$ cat src/design/assert_macros.svh
// Assertion macros shared by the matcher RTL.
// No dependencies; files take this header in by include.
`ifndef ASSERT_MACROS_SVH
`define ASSERT_MACROS_SVH

// expression holds at every clock edge out of reset
`define ASSERT_ALWAYS(label, clk, rst_n, expr, msg) \
    label: assert property (@(posedge clk) disable iff (!rst_n) (expr)) else $error(msg);

// same-cycle implication
`define ASSERT_IMPLY(label, clk, rst_n, ante, cons, msg) \
    label: assert property (@(posedge clk) disable iff (!rst_n) (ante) |-> (cons)) \
        else $error(msg);

`endif

$ cat src/design/mpsm_pkg.sv
// Shared types and constants for the multi-pattern string matcher.
// No dependencies.
package mpsm_pkg;

    localparam int NODE_W        = 10;
    localparam int NODE_COUNT    = 1 << NODE_W;
    localparam int LETTER_W      = 5;
    localparam int ALPHABET_SIZE = 26;
    localparam int GOTO_DEPTH    = NODE_COUNT * ALPHABET_SIZE;
    localparam int GOTO_AW       = $clog2(GOTO_DEPTH);
    localparam int MAX_MATCHES   = 64;
    localparam int CNT_W         = $clog2(MAX_MATCHES + 2);
    localparam int WORD_W        = 10;
    localparam int POS_W         = 32;

    typedef enum logic [1:0] {
        CMD_WRITE_GOTO = 2'd0,
        CMD_WRITE_NODE = 2'd1,
        CMD_SCAN       = 2'd2,
        CMD_RESTART    = 2'd3
    } command_t;

    typedef struct packed {
        command_t            command;
        logic [NODE_W-1:0]   node;
        logic [LETTER_W-1:0] letter;
        logic [NODE_W-1:0]   next_node;
        logic                is_word;
        logic [WORD_W-1:0]   word_number;
        logic [NODE_W-1:0]   terminal_link;
    } cmd_beat_t;

    typedef struct packed {
        logic [WORD_W-1:0] matched_word;
        logic [POS_W-1:0]  end_position;
        logic              last;
    } match_beat_t;

    typedef struct packed {
        logic              is_word;
        logic [WORD_W-1:0] word_number;
        logic [NODE_W-1:0] terminal_link;
    } node_rec_t;

    typedef struct packed {
        logic                en;
        logic [NODE_W-1:0]   node;
        logic [LETTER_W-1:0] letter;
        logic [NODE_W-1:0]   data;
    } goto_wr_t;

    typedef struct packed {
        logic              en;
        logic [NODE_W-1:0] node;
        node_rec_t         rec;
    } rec_wr_t;

    typedef struct packed {
        logic                en;
        logic [NODE_W-1:0]   node;
        logic [LETTER_W-1:0] letter;
    } goto_rd_t;

    typedef struct packed {
        logic              en;
        logic [NODE_W-1:0] node;
    } rec_rd_t;

endpackage

$ cat src/design/mpsm_out_buf.sv
// Two-entry result queue between the walker and the result channel.
// Depends on mpsm_pkg.
module mpsm_out_buf (
    input  logic                  clk,
    input  logic                  rst_n,
    input  logic                  push,
    input  mpsm_pkg::match_beat_t push_beat,
    output logic                  space,
    output logic                  valid,
    input  logic                  ready,
    output mpsm_pkg::match_beat_t beat
);

    logic [1:0]            cnt_reg;
    logic [1:0]            cnt_next;
    logic                  wr_ptr_reg;
    logic                  rd_ptr_reg;
    logic                  do_push;
    logic                  do_pop;
    mpsm_pkg::match_beat_t slot_reg [2];

    assign space   = (cnt_reg != 2'd2);
    assign valid   = (cnt_reg != 2'd0);
    assign beat    = slot_reg[rd_ptr_reg];
    assign do_push = push && space;
    assign do_pop  = valid && ready;

    always_comb
    begin
        cnt_next = cnt_reg;
        if (do_push && !do_pop)
        begin
            cnt_next = cnt_reg + 2'd1;
        end
        else if (do_pop && !do_push)
        begin
            cnt_next = cnt_reg - 2'd1;
        end
    end

    always_ff @(posedge clk or negedge rst_n)
    begin
        if (!rst_n)
        begin
            cnt_reg    <= 2'd0;
            wr_ptr_reg <= 1'b0;
            rd_ptr_reg <= 1'b0;
        end
        else
        begin
            cnt_reg <= cnt_next;
            if (do_push)
            begin
                wr_ptr_reg <= !wr_ptr_reg;
            end
            if (do_pop)
            begin
                rd_ptr_reg <= !rd_ptr_reg;
            end
        end
    end

    always_ff @(posedge clk)
    begin
        if (do_push)
        begin
            slot_reg[wr_ptr_reg] <= push_beat;
        end
    end

endmodule

$ cat config.mk
export PLATFORM = sky130hd
export DESIGN_NAME = mpsm_out_buf
export DESIGN_NICKNAME = d
export VERILOG_FILES = /design/src/design/assert_macros.svh /design/src/design/mpsm_pkg.sv /design/src/design/mpsm_out_buf.sv
export SDC_FILE = /design/constraint.sdc
export NUM_CORES = 1
export LEC_CHECK = 0
export BUFFER_PORTS_ARGS = -buffer_cell sky130_fd_sc_hd__buf_2
export CAP_MARGIN = 40
export CORE_ASPECT_RATIO = 0.6
export CORE_MARGIN = 5
export CORE_UTILIZATION = 40
export CTS_CLUSTER_SIZE = 30
export DETAILED_ROUTE_END_ITERATION = 8
export GPL_TIMING_DRIVEN = 0
export SLEW_MARGIN = 20
export SYNTH_ARGS = -nofsm -noshare
export SYNTH_HDL_FRONTEND = slang
export SYNTH_SLANG_ARGS = --single-unit
$ cat constraint.sdc
create_clock -name clk -period 7.5 [get_ports clk]
set_input_delay 0.75 -clock clk [delete_from_list [all_inputs] [get_ports clk]]
set_output_delay 0.75 -clock clk [all_outputs]
set_load 0.005 [all_outputs]
# Word-level counts from Yosys, hierarchy flattened
# Memory sizes are Yosys's and may differ from the RTL's.
# Index checks and enable logic that the tools add are counted.
# word_totals
register_bits	4
ramBits	86
inputBits	47
out_inout_bits	45
wordCells	21
memories	1
# mem_list
name	words	width	rd	rd_ports_with_merged_regs	write_ports	line	text
slot_reg	2	43	1	0	1	mpsm_out_buf.sv:20	mpsm_pkg::match_beat_t slot_reg [2];
# op_classes
addsub	2
eq_ne	1
n_mux	4
n_reduce_logical	10
# ops
op	n
1-bit logical AND	4
1-bit logical NOT	4
2-bit 2-to-1 mux	2
2-bit nonzero test	2
2-bit by 1-bit adder with 2-bit output, second input constant	1
1-bit 2-to-1 mux	2
2-bit != test, second input constant	1
2-bit by 1-bit subtractor with 2-bit output, second input constant	1

# Longest topological paths before layout
# Gate-level depths: netlist (run 1).
# logic_depth
word_depth	6
depth_mapped	7
depth_no_buf	7

# Worst setup path before layout (run 1)
# OpenSTA, ideal clock, no wires.
# synth_timing
path_kind	input to register
startpoint	in push
endpoint	mem slot_reg[0][0] (netlist bit), enable pin
setup_time_ps	443
arrival_time_ps	2648
t_required_ps	7057
slack_ps	4409
path_stages	2
n_path_buf	0
path_cell_list	nand2_1 nor2_1
# synth_via
elab_chain_cells	3
# synth_rtl
item	line	text
start, declared	mpsm_out_buf.sv:6	input logic push,
1-bit logical AND	mpsm_out_buf.sv:25	assign do_push = push && space;
1-bit 2-to-1 mux	mpsm_out_buf.sv:65	if (do_push)
1-bit 2-to-1 mux (not written as such)	mpsm_out_buf.sv:67	slot_reg[wr_ptr_reg] <= push_beat;
end, declared	mpsm_out_buf.sv:20	
# No other way between the ends.

==> results of run 1 <==
## kinds of logic (layout without fill, tap and decap cells)
family / after synthesis / count (layout)
DFF: 90 / 90
muxes: 43 / 43
and+or+nand+nor: 7 / 7
buffers and inverters: 6 / 115
xor gates and xnor gates: 5 / 5
adders and majority gates: 1 / 1
## cell usage after synthesis, drive strengths merged
cell	instances	area share, %
xor2	2	0.50
edfxtp	86	74
nand2	2	0.21
and3	1	0.18
ha	1	0.36
dfrtp	4	2.9
mux2	43	18
nor2	2	0.21
nand2b	1	0.18
or2	1	0.18
xnor2	3	0.75
inv	1	0.11
buf	5	2.6
## worst min path at each step
stage | from | endpoint | slack (ns) | cells after the start
floorplan | rst_n | cnt_reg[0] | 0.45 | 0
global route | rst_n | wr_ptr_reg | 0.21 | 1
global placement | wr_ptr_reg | wr_ptr_reg | 0.48 | 1
finish | rst_n | rd_ptr_reg | 0.22 | 1
CTS | rst_n | wr_ptr_reg | 0.21 | 1
detailed placement | cnt_reg[1] | cnt_reg[1] | 0.48 | 1
## cell type report
cell class	instances	area, um^2	share of cell area [%]
inverter	1	3.754	0.08477
timing repair buffer	93	495.5	11.19
buffer	5	91.34	2.063
sequential	90	2683	60.58
clock buffer	9	225.2	5.086
clock inverter	7	60.06	1.356
tap	112	140.1	3.165
multi-input combinational	56	729.5	16.47
## power groups by stage
stage          Combinational (mW)  Sequential (mW)  Clock (mW)
6_report                    0.575            0.721       0.420
5_1_grt                     0.626            0.731       0.455
4_1_cts                     0.593            0.722       0.435
3_5_place_dp                0.590            0.732           0
3_3_place_gp                0.569            0.737           0
2_1_floorplan               0.385            0.728           0
## layer usage
metal	vias up	wire, um
li1	800	-
met1	794	2574
met2	64	2535
met3	13	707
met4	2	87
met5	-	13
## worst register-to-register path: stages, from the launching register on
cell,delay (ns)
dfrtp_1,0.41
nand2b_1,0.16
nand2_1,0.13
nor2_4,0.50
buf_12,0.27
## through the flow
| stage | std cells | area [um^2] |
|---|---|---|
| after floorplan | 152 | 3498 |
| after global placement | 355 | 4094 |
| after detailed placement | 357 | 4143 |
| after CTS | 373 | 4428 |
| after global routing | 373 | 4428 |
| final | 373 | 4428 |
==> summary.txt, run 1 <==
STA
  • Max Clock Freq: 451.4 MHz
  • Final min period: 2.215 ns
  • Final period util: 29.54%
  • Final worst setup slack: 5.285 ns
  • Slew margin rel.: 59.08%
  • Setup violations, final: 0
  • RSZ-0062 raised after global routing: false
  • Least-Margin Pin Slew: 0.6124 ns
  • Post-route clock skew: 0.003770 ns
  • Final Hold Violating Endpoints: 0
  • Final setup TNS: 0 ns
  • Slew Viols, Final: 0
  • Fin Hold WS: 0.2208 ns

Clocking
  • CTS resizes: 0
  • CTS tree: built
  • Clock slew at reported path FFs: 0.06 ns
  • Clock Tree Buf Depth: 2
  • CTS Buf Count: 9
  • CTS Sinks: 90
  • H-tree depth: 3
  • Worst-skew pair later-pin latency: 0.33 ns
  • CTS Root Cell: clkbuf_16
  • Hold_buf cts: 0
  • Setup Fix Bufs, Post-CTS: 0

Routing
  • Vias: 1,673
  • Wire per inst: 15.87 um
  • First-iteration detailed-routing DRC count: 52
  • Remaining DRCs: 0
  • Detailed Routing Iterations Pass 1: 4
  • Routed WL: 5918 um
  • Post-route ant nets: 0
  • Vias/cell: 4.485

GRT
  • Largest net degree at the start of global routing: 29
  • Vias in the first global route: 1,744
  • Met2 Use GR: 17.29%
  • Total global routing overflow: 0
  • First-pass GRT wire length: 9177 um
  • Initial antenna violation count: 1
  • Met1 GRT Util: 14.64%
  • Met3 Usage GRT: 7.455%
  • Tot GR Track Use: 11.96%
  • Layer with the highest usage: met2

Synthesis
  • Mean Syn Cell Area: 23.02 um^2
  • Largest family of logic cells by synthesized area: multiplexers
  • Cells after Synth: 152
  • Post-synthesis simple-gate area fraction: 0.9657%
  • Post-synthesis mux area share: 18.03%
  • Yosys reg bits: 90
  • Library cells used by synthesis: 15
  • Register area share after synthesis: 76.68%
  • Netlist Area Pre-Place: 0.003498 mm^2
  • Yosys Warn Count: 0
  • Syn nets: 200
  • Synth Area in Compound Gates: 0%
  • Post-synthesis xor/xnor area fraction: 1.252%
  • Post-Synth Adder-Cell Area: 0.3577%

Setup path
  • Worst path depth: 4
  • Worst path required time: 6.75 ns
  • Slowest cell on crit path: dfrtp_1
  • RR Endpoint: slot_reg[0][2]
  • Cell breakdown of the critical path: buf_6 > buf_12 > mux2_4 > buf_2
  • CP Class: reg -> out
  • CP Data Arrival Time: 1.47 ns
  • CP Max Fanout: 10
  • Buf+Inv Stages, Crit Path: 3
  • CP Launch Type: flop
  • Crit path max-delay family: buffers and inverters
  • Slowest Stage Delay on Critical Path: 0.34 ns
  • R2R Setup Slk: 5.71 ns
  • Setup crit end: beat[2]
  • CP startpoint: rd_ptr_reg
  • FF-to-FF path depth: 4
  • Reg2reg start: cnt_reg[0]
  • CP Capture Type: output port

Floorplan
  • Row count: 26
  • Die area: 0.01078 mm^2
  • Ports: 92
  • Initial Util: 41.05%
  • Core area: 0.008523 mm^2
  • Die Span Y: 82.44 um
  • Chip width: 130.7 um

Placement
  • Number of port buffers: 91
  • Pre-CTS WS: 5.420 ns
  • GPL Wtd Cong: 0.6437
  • Hpwl dp: 4262 um

Status
  • Status: complete, no violations

Run
  • Max_cap viols: 0

Cells and area
  • Commonest non-fill, non-tap cells in the layout: buf_2 (91), edfxtp_1 (86), mux2_4 (39), clkbuf_16 (9), buf_12 (6)
  • Final Util: 51.95%
  • Number of fillers in the final layout: 718
  • Max FFs per register: 86
  • Layout area overhead: 26.57%
  • Commonest non-fill, non-tap cell in the layout: buf_2
  • Antenna Cells: 0
  • Layout cells sized above 1: 59.77%
  • Nets: 304

Power and ir drop
  • Leak: 1.790 nW
  • Combinational share of power: 33.5%
  • Final Total Pwr: 1.716 mW
  • Power per cell area: 387.5 mW/mm^2
  • Switching share of power: 26.14%
  • Max rail drop VDD: 0.0001687 V
  • Clock power share: 24.5%
  • Switching Power: 0.4486 mW
  • Reg power frac: 42.0%
  • Internal power: 1.267 mW

Min path
  • Min-Delay Path Class: in -> async
(Power assumes the default switching activity.)
==> run 2, diff against run 1 <==
Clock period 7.5 ns to 2.22 ns, I/O delays scaled along.
==> summary.txt, run 2 (same netlist as run 1, synthesis figures left out) <==
Status
  • Status: complete, no violations

Routing
  • Routed WL: 6039 um
  • Vias: 1,690
  • Post-route ant nets: 0
  • Detailed Routing Iterations Pass 1: 4
  • First-iteration detailed-routing DRC count: 88
  • Vias/cell: 4.531
  • Remaining DRCs: 0
  • Wire per inst: 16.19 um

Clocking
  • Hold_buf cts: 1
  • Setup Fix Bufs, Post-CTS: 0
  • CTS tree: built
  • Worst-skew pair later-pin latency: 0.33 ns
  • CTS Buf Count: 9
  • CTS Sinks: 90
  • CTS Root Cell: clkbuf_16
  • H-tree depth: 3
  • Clock Tree Buf Depth: 2
  • Clock slew at reported path FFs: 0.06 ns
  • CTS resizes: 0

Cells and area
  • Layout cells sized above 1: 59.39%
  • Design Area, Final: 0.004454 mm^2
  • Layout area overhead: 27.32%
  • Max FFs per register: 86
  • Antenna Cells: 0
  • Nets: 305
  • Commonest non-fill, non-tap cell in the layout: buf_2
  • Final Non-Filler Cells: 373
  • Commonest non-fill, non-tap cells in the layout: buf_2 (91), edfxtp_1 (86), mux2_4 (39), clkbuf_16 (9), buf_12 (6)

Floorplan
  • Core area: 0.008523 mm^2
  • Die area: 0.01078 mm^2
  • Initial Util: 41.05%
  • Row count: 26
  • Chip width: 130.7 um
  • Ports: 92
  • Die Span Y: 82.44 um

GRT
  • Total global routing overflow: 0
  • Largest net degree at the start of global routing: 24
  • Initial antenna violation count: 3
  • Vias in the first global route: 1,643
  • First-pass GRT wire length: 8921 um
  • Tot GR Track Use: 11.86%

Setup path
  • CP startpoint: cnt_reg[0]
  • CP Data Arrival Time: 1.83 ns
  • CP Launch Type: flop
  • CP Class: reg -> reg
  • CP Max Fanout: 23
  • CP Capture Type: flop
  • Worst path required time: 2.25 ns
  • Reg2reg start: cnt_reg[0]

Placement
  • Number of port buffers: 91
  • Hpwl dp: 4194 um
  • Placed Area: 0.004143 mm^2
  • GPL Wtd Cong: 0.7462
  • DP Cell Count: 357

STA
  • Post-route clock skew: 0.004328 ns
  • Setup violations, final: 0
  • Slew margin rel.: 55.63%
  • Final setup TNS: 0 ns
  • Fin Hold WS: 0.07857 ns
  • Final min period: 1.794 ns
  • RSZ-0062 raised after global routing: false
  • Final Hold Violating Endpoints: 0
  • Max Clock Freq: 557.6 MHz
  • Final period util: 80.79%
  • Least-Margin Pin Slew: 0.6640 ns
  • Slew Viols, Final: 0

Power and ir drop
  • Final Total Pwr: 5.913 mW
  • Leak: 1.800 nW
  • Max rail drop VDD: 0.0006051 V
  • Power per cell area: 1327 mW/mm^2

Min path
  • Min-delay src: push_beat[18]
  • Min-Delay Path Class: in -> reg

Run
  • Max_cap viols: 0
run 2: metrics by stage:
stage	setup slack, ns	util, %
CTS	0.3636	52.26
floorplan	0.03072	-
detailed placement	0.3860	48.61
global placement	-0.6839	48.06
finish	0.4265	52.26
global route	0.2813	52.26
run 2: layout make-up:
cell class | count | area (um^2)
Clock inverter | 3 | 65.06
Clock buffer | 12 | 236.5
Sequential cell | 90 | 2683
Tap cell | 112 | 140.1
Inverter | 1 | 3.754
Fill cell | 721 | 4069
Timing Repair Buffer | 94 | 505.5
Multi-Input combinational cell | 56 | 729.5
Buffer | 5 | 91.34
run 2: power by group:
part	internal (mW)	leakage [nW]	switching, mW
clock	0.978	0.147	0.559
combinational	1.10	0.807	0.842
sequential	2.33	0.846	0.106
total	4.41	1.80	1.51
run 2: final timing paths:
check / end / slack, ns / cells past startpoint
setup / recovery: slot_reg[0][20] / 0.43 / 4
hold / removal: slot_reg[0][18] / 0.08 / 1
setup reg to reg: slot_reg[0][20] / 0.43 / 4
hold reg to reg: cnt_reg[1] / 0.50 / 1
max in group asynchronous: cnt_reg[0] / 1.83 / 2
min in group asynchronous: rd_ptr_reg / 0.26 / 2
run 2: metal layers:
metal / global-route usage [%] / vias to the layer above / wire [um]
met2: 16.17 / 72 / 2575
met3: 7.584 / 15 / 778
met4: 4.928 / 6 / 100
met5: 0 / - / 34
li1: - / 804 / -
met1: 14.92 / 793 / 2550
run 2: critical path: stages (launching register included):
cell and delay [ns]:
dfrtp_1 0.40, nand2b_1 0.15, nand2_1 0.13, nor2_4 0.54
buf_12 0.27
==> run 3, diff against run 2 <==
Settings changed: PLACE_DENSITY set to 0.66.
Clock period 2.22 ns to 1.6 ns, I/O delays scaled along.
==> summary.txt, run 3 (same netlist as run 1, synthesis figures left out) <==
Floorplan
  • Row count: 26
  • Die Span Y: 82.44 um
  • Core area: 0.008523 mm^2
  • Initial Util: 41.05%
  • Die area: 0.01078 mm^2
  • Chip width: 130.7 um
  • Ports: 92

GRT
  • Tot GR Track Use: 12.28%
  • Total global routing overflow: 0
  • Vias in the first global route: 1,880
  • First-pass GRT wire length: 9501 um
  • Largest net degree at the start of global routing: 23
  • Initial antenna violation count: 0

STA
  • Final worst setup slack: -0.01154 ns
  • Max Clock Freq: 620.5 MHz
  • RSZ-0062 raised after global routing: true
  • Final Hold Violating Endpoints: 0
  • Final min period: 1.612 ns
  • Final period util: 100.7%
  • Final setup TNS: -0.02905 ns
  • Slew Viols, Final: 0
  • Slew margin rel.: 79.23%
  • Post-route clock skew: 0.003485 ns
  • Setup violations, final: 4
  • Least-Margin Pin Slew: 0.3115 ns
  • Fin Hold WS: 0.01711 ns

Routing
  • Post-route ant nets: 0
  • Vias: 1,736
  • Vias/cell: 4.497
  • Remaining DRCs: 0
  • Detailed Routing Iterations Pass 1: 4
  • Wire per inst: 16.39 um
  • First-iteration detailed-routing DRC count: 63
  • Routed WL: 6326 um

Cells and area
  • Commonest non-fill, non-tap cells in the layout: edfxtp_1 (86), buf_2 (48), mux2_4 (43), buf_6 (43), dlygate4sd3_1 (10)
  • Final Non-Filler Cells: 386
  • Commonest non-fill, non-tap cell in the layout: edfxtp_1
  • Layout cells sized above 1: 59.49%
  • Max FFs per register: 86
  • Antenna Cells: 0
  • Layout area overhead: 40.59%
  • Final Util: 57.71%
  • Nets: 318

Setup path
  • Buf+Inv Stages, Crit Path: 3
  • CP Capture Type: output port
  • Worst path required time: 1.44 ns
  • CP Data Arrival Time: 1.45 ns
  • Slowest Stage Delay on Critical Path: 0.39 ns
  • Crit path max-delay family: buffers and inverters
  • CP Class: reg -> out
  • CP Launch Type: flop
  • CP Max Fanout: 10
  • Cell breakdown of the critical path: buf_8 > buf_12 > mux2_4 > buf_6
  • Slowest cell on crit path: dfrtp_1

Clocking
  • H-tree depth: 3
  • CTS Sinks: 90
  • Clock slew at reported path FFs: 0.06 ns
  • Worst-skew pair later-pin latency: 0.33 ns
  • CTS tree: built
  • Clock Tree Buf Depth: 2
  • CTS Buf Count: 9
  • CTS Root Cell: clkbuf_16

Status
  • Status: finished with violations
  • Failing checks: negative setup slack

Placement
  • DP Cell Count: 358
  • GPL Wtd Cong: 0.7009
  • Pre-CTS WS: -0.1794 ns
  • Number of port buffers: 91
  • Hpwl dp: 4381 um

Run
  • Max_cap viols: 0

Min path
  • Min-Delay Path Class: in -> reg

Power and ir drop
  • Power per cell area: 1837 mW/mm^2
  • Max rail drop VDD: 0.0009201 V
  • Leak: 1.982 nW
-- run 3: worst register-to-register path, cell delays in order (launching register included) --
cell,delay (ns)
dfrtp_1,0.42
nand2b_4,0.20
and3_4,0.33
buf_16,0.21
-- run 3: final timing paths --
check                             start         endpoint  slack, ns  depth (start not counted)
setup / recovery             rd_ptr_reg          beat[1]      -0.01                          4
hold / removal             push_beat[1]   slot_reg[0][1]       0.02                          1
setup reg to reg             cnt_reg[0]  slot_reg[1][42]       0.15                          3
hold reg to reg              cnt_reg[1]       cnt_reg[1]       0.55                          1
max in group asynchronous         rst_n       cnt_reg[0]       1.32                          2
min in group asynchronous         rst_n       rd_ptr_reg       0.16                          2
-- run 3: area by class of cell --
class                      count  area, um^2
multi-input combinational     57       770.7
clock inverter                 6       66.31
tap                          112       140.1
sequential                    90        2683
timing repair buffer         106       934.6
fill                         671        3605
inverter                       1       3.754
buffer                         5       95.09
clock buffer                   9       225.2
-- run 3: power breakdown --
| part | switching, mW | internal (mW) | leakage [nW] | total, mW |
|---|---|---|---|---|
| Combinational | 1.35 | 2.27 | 1.00 | 3.62 |
| Clock | 0.809 | 1.20 | 0.136 | 2.01 |
| Sequential | 0.175 | 3.23 | 0.846 | 3.40 |
-- run 3: metal layers --
layer | up-vias | GRT usage, % | wire length, um
met2 | 66 | 19.89 | 3063
met1 | 836 | 14.00 | 2536
met3 | 3 | 7.584 | 693
li1 | 831 | - | -
met5 | - | 0 | 0
met4 | 0 | 2.772 | 32
-- run 3: what timing repair did --
action,4_1_cts,5_1_grt
endpoints found under the setup margin,61,101
setup buffers,1,1
hold buffers,1,9
cloned,0,1
resized for setup,40,9
endpoints found under the hold margin,4,18
pin swaps,0,2
-- run 3: stage by stage --
step	cell area (um^2)	total power [mW]
after global routing	4918	9.535
final	4918	9.034
after CTS	4767	9.023
after detailed placement	4200	6.325
after floorplan	3522	5.246
after global placement	4118	6.122
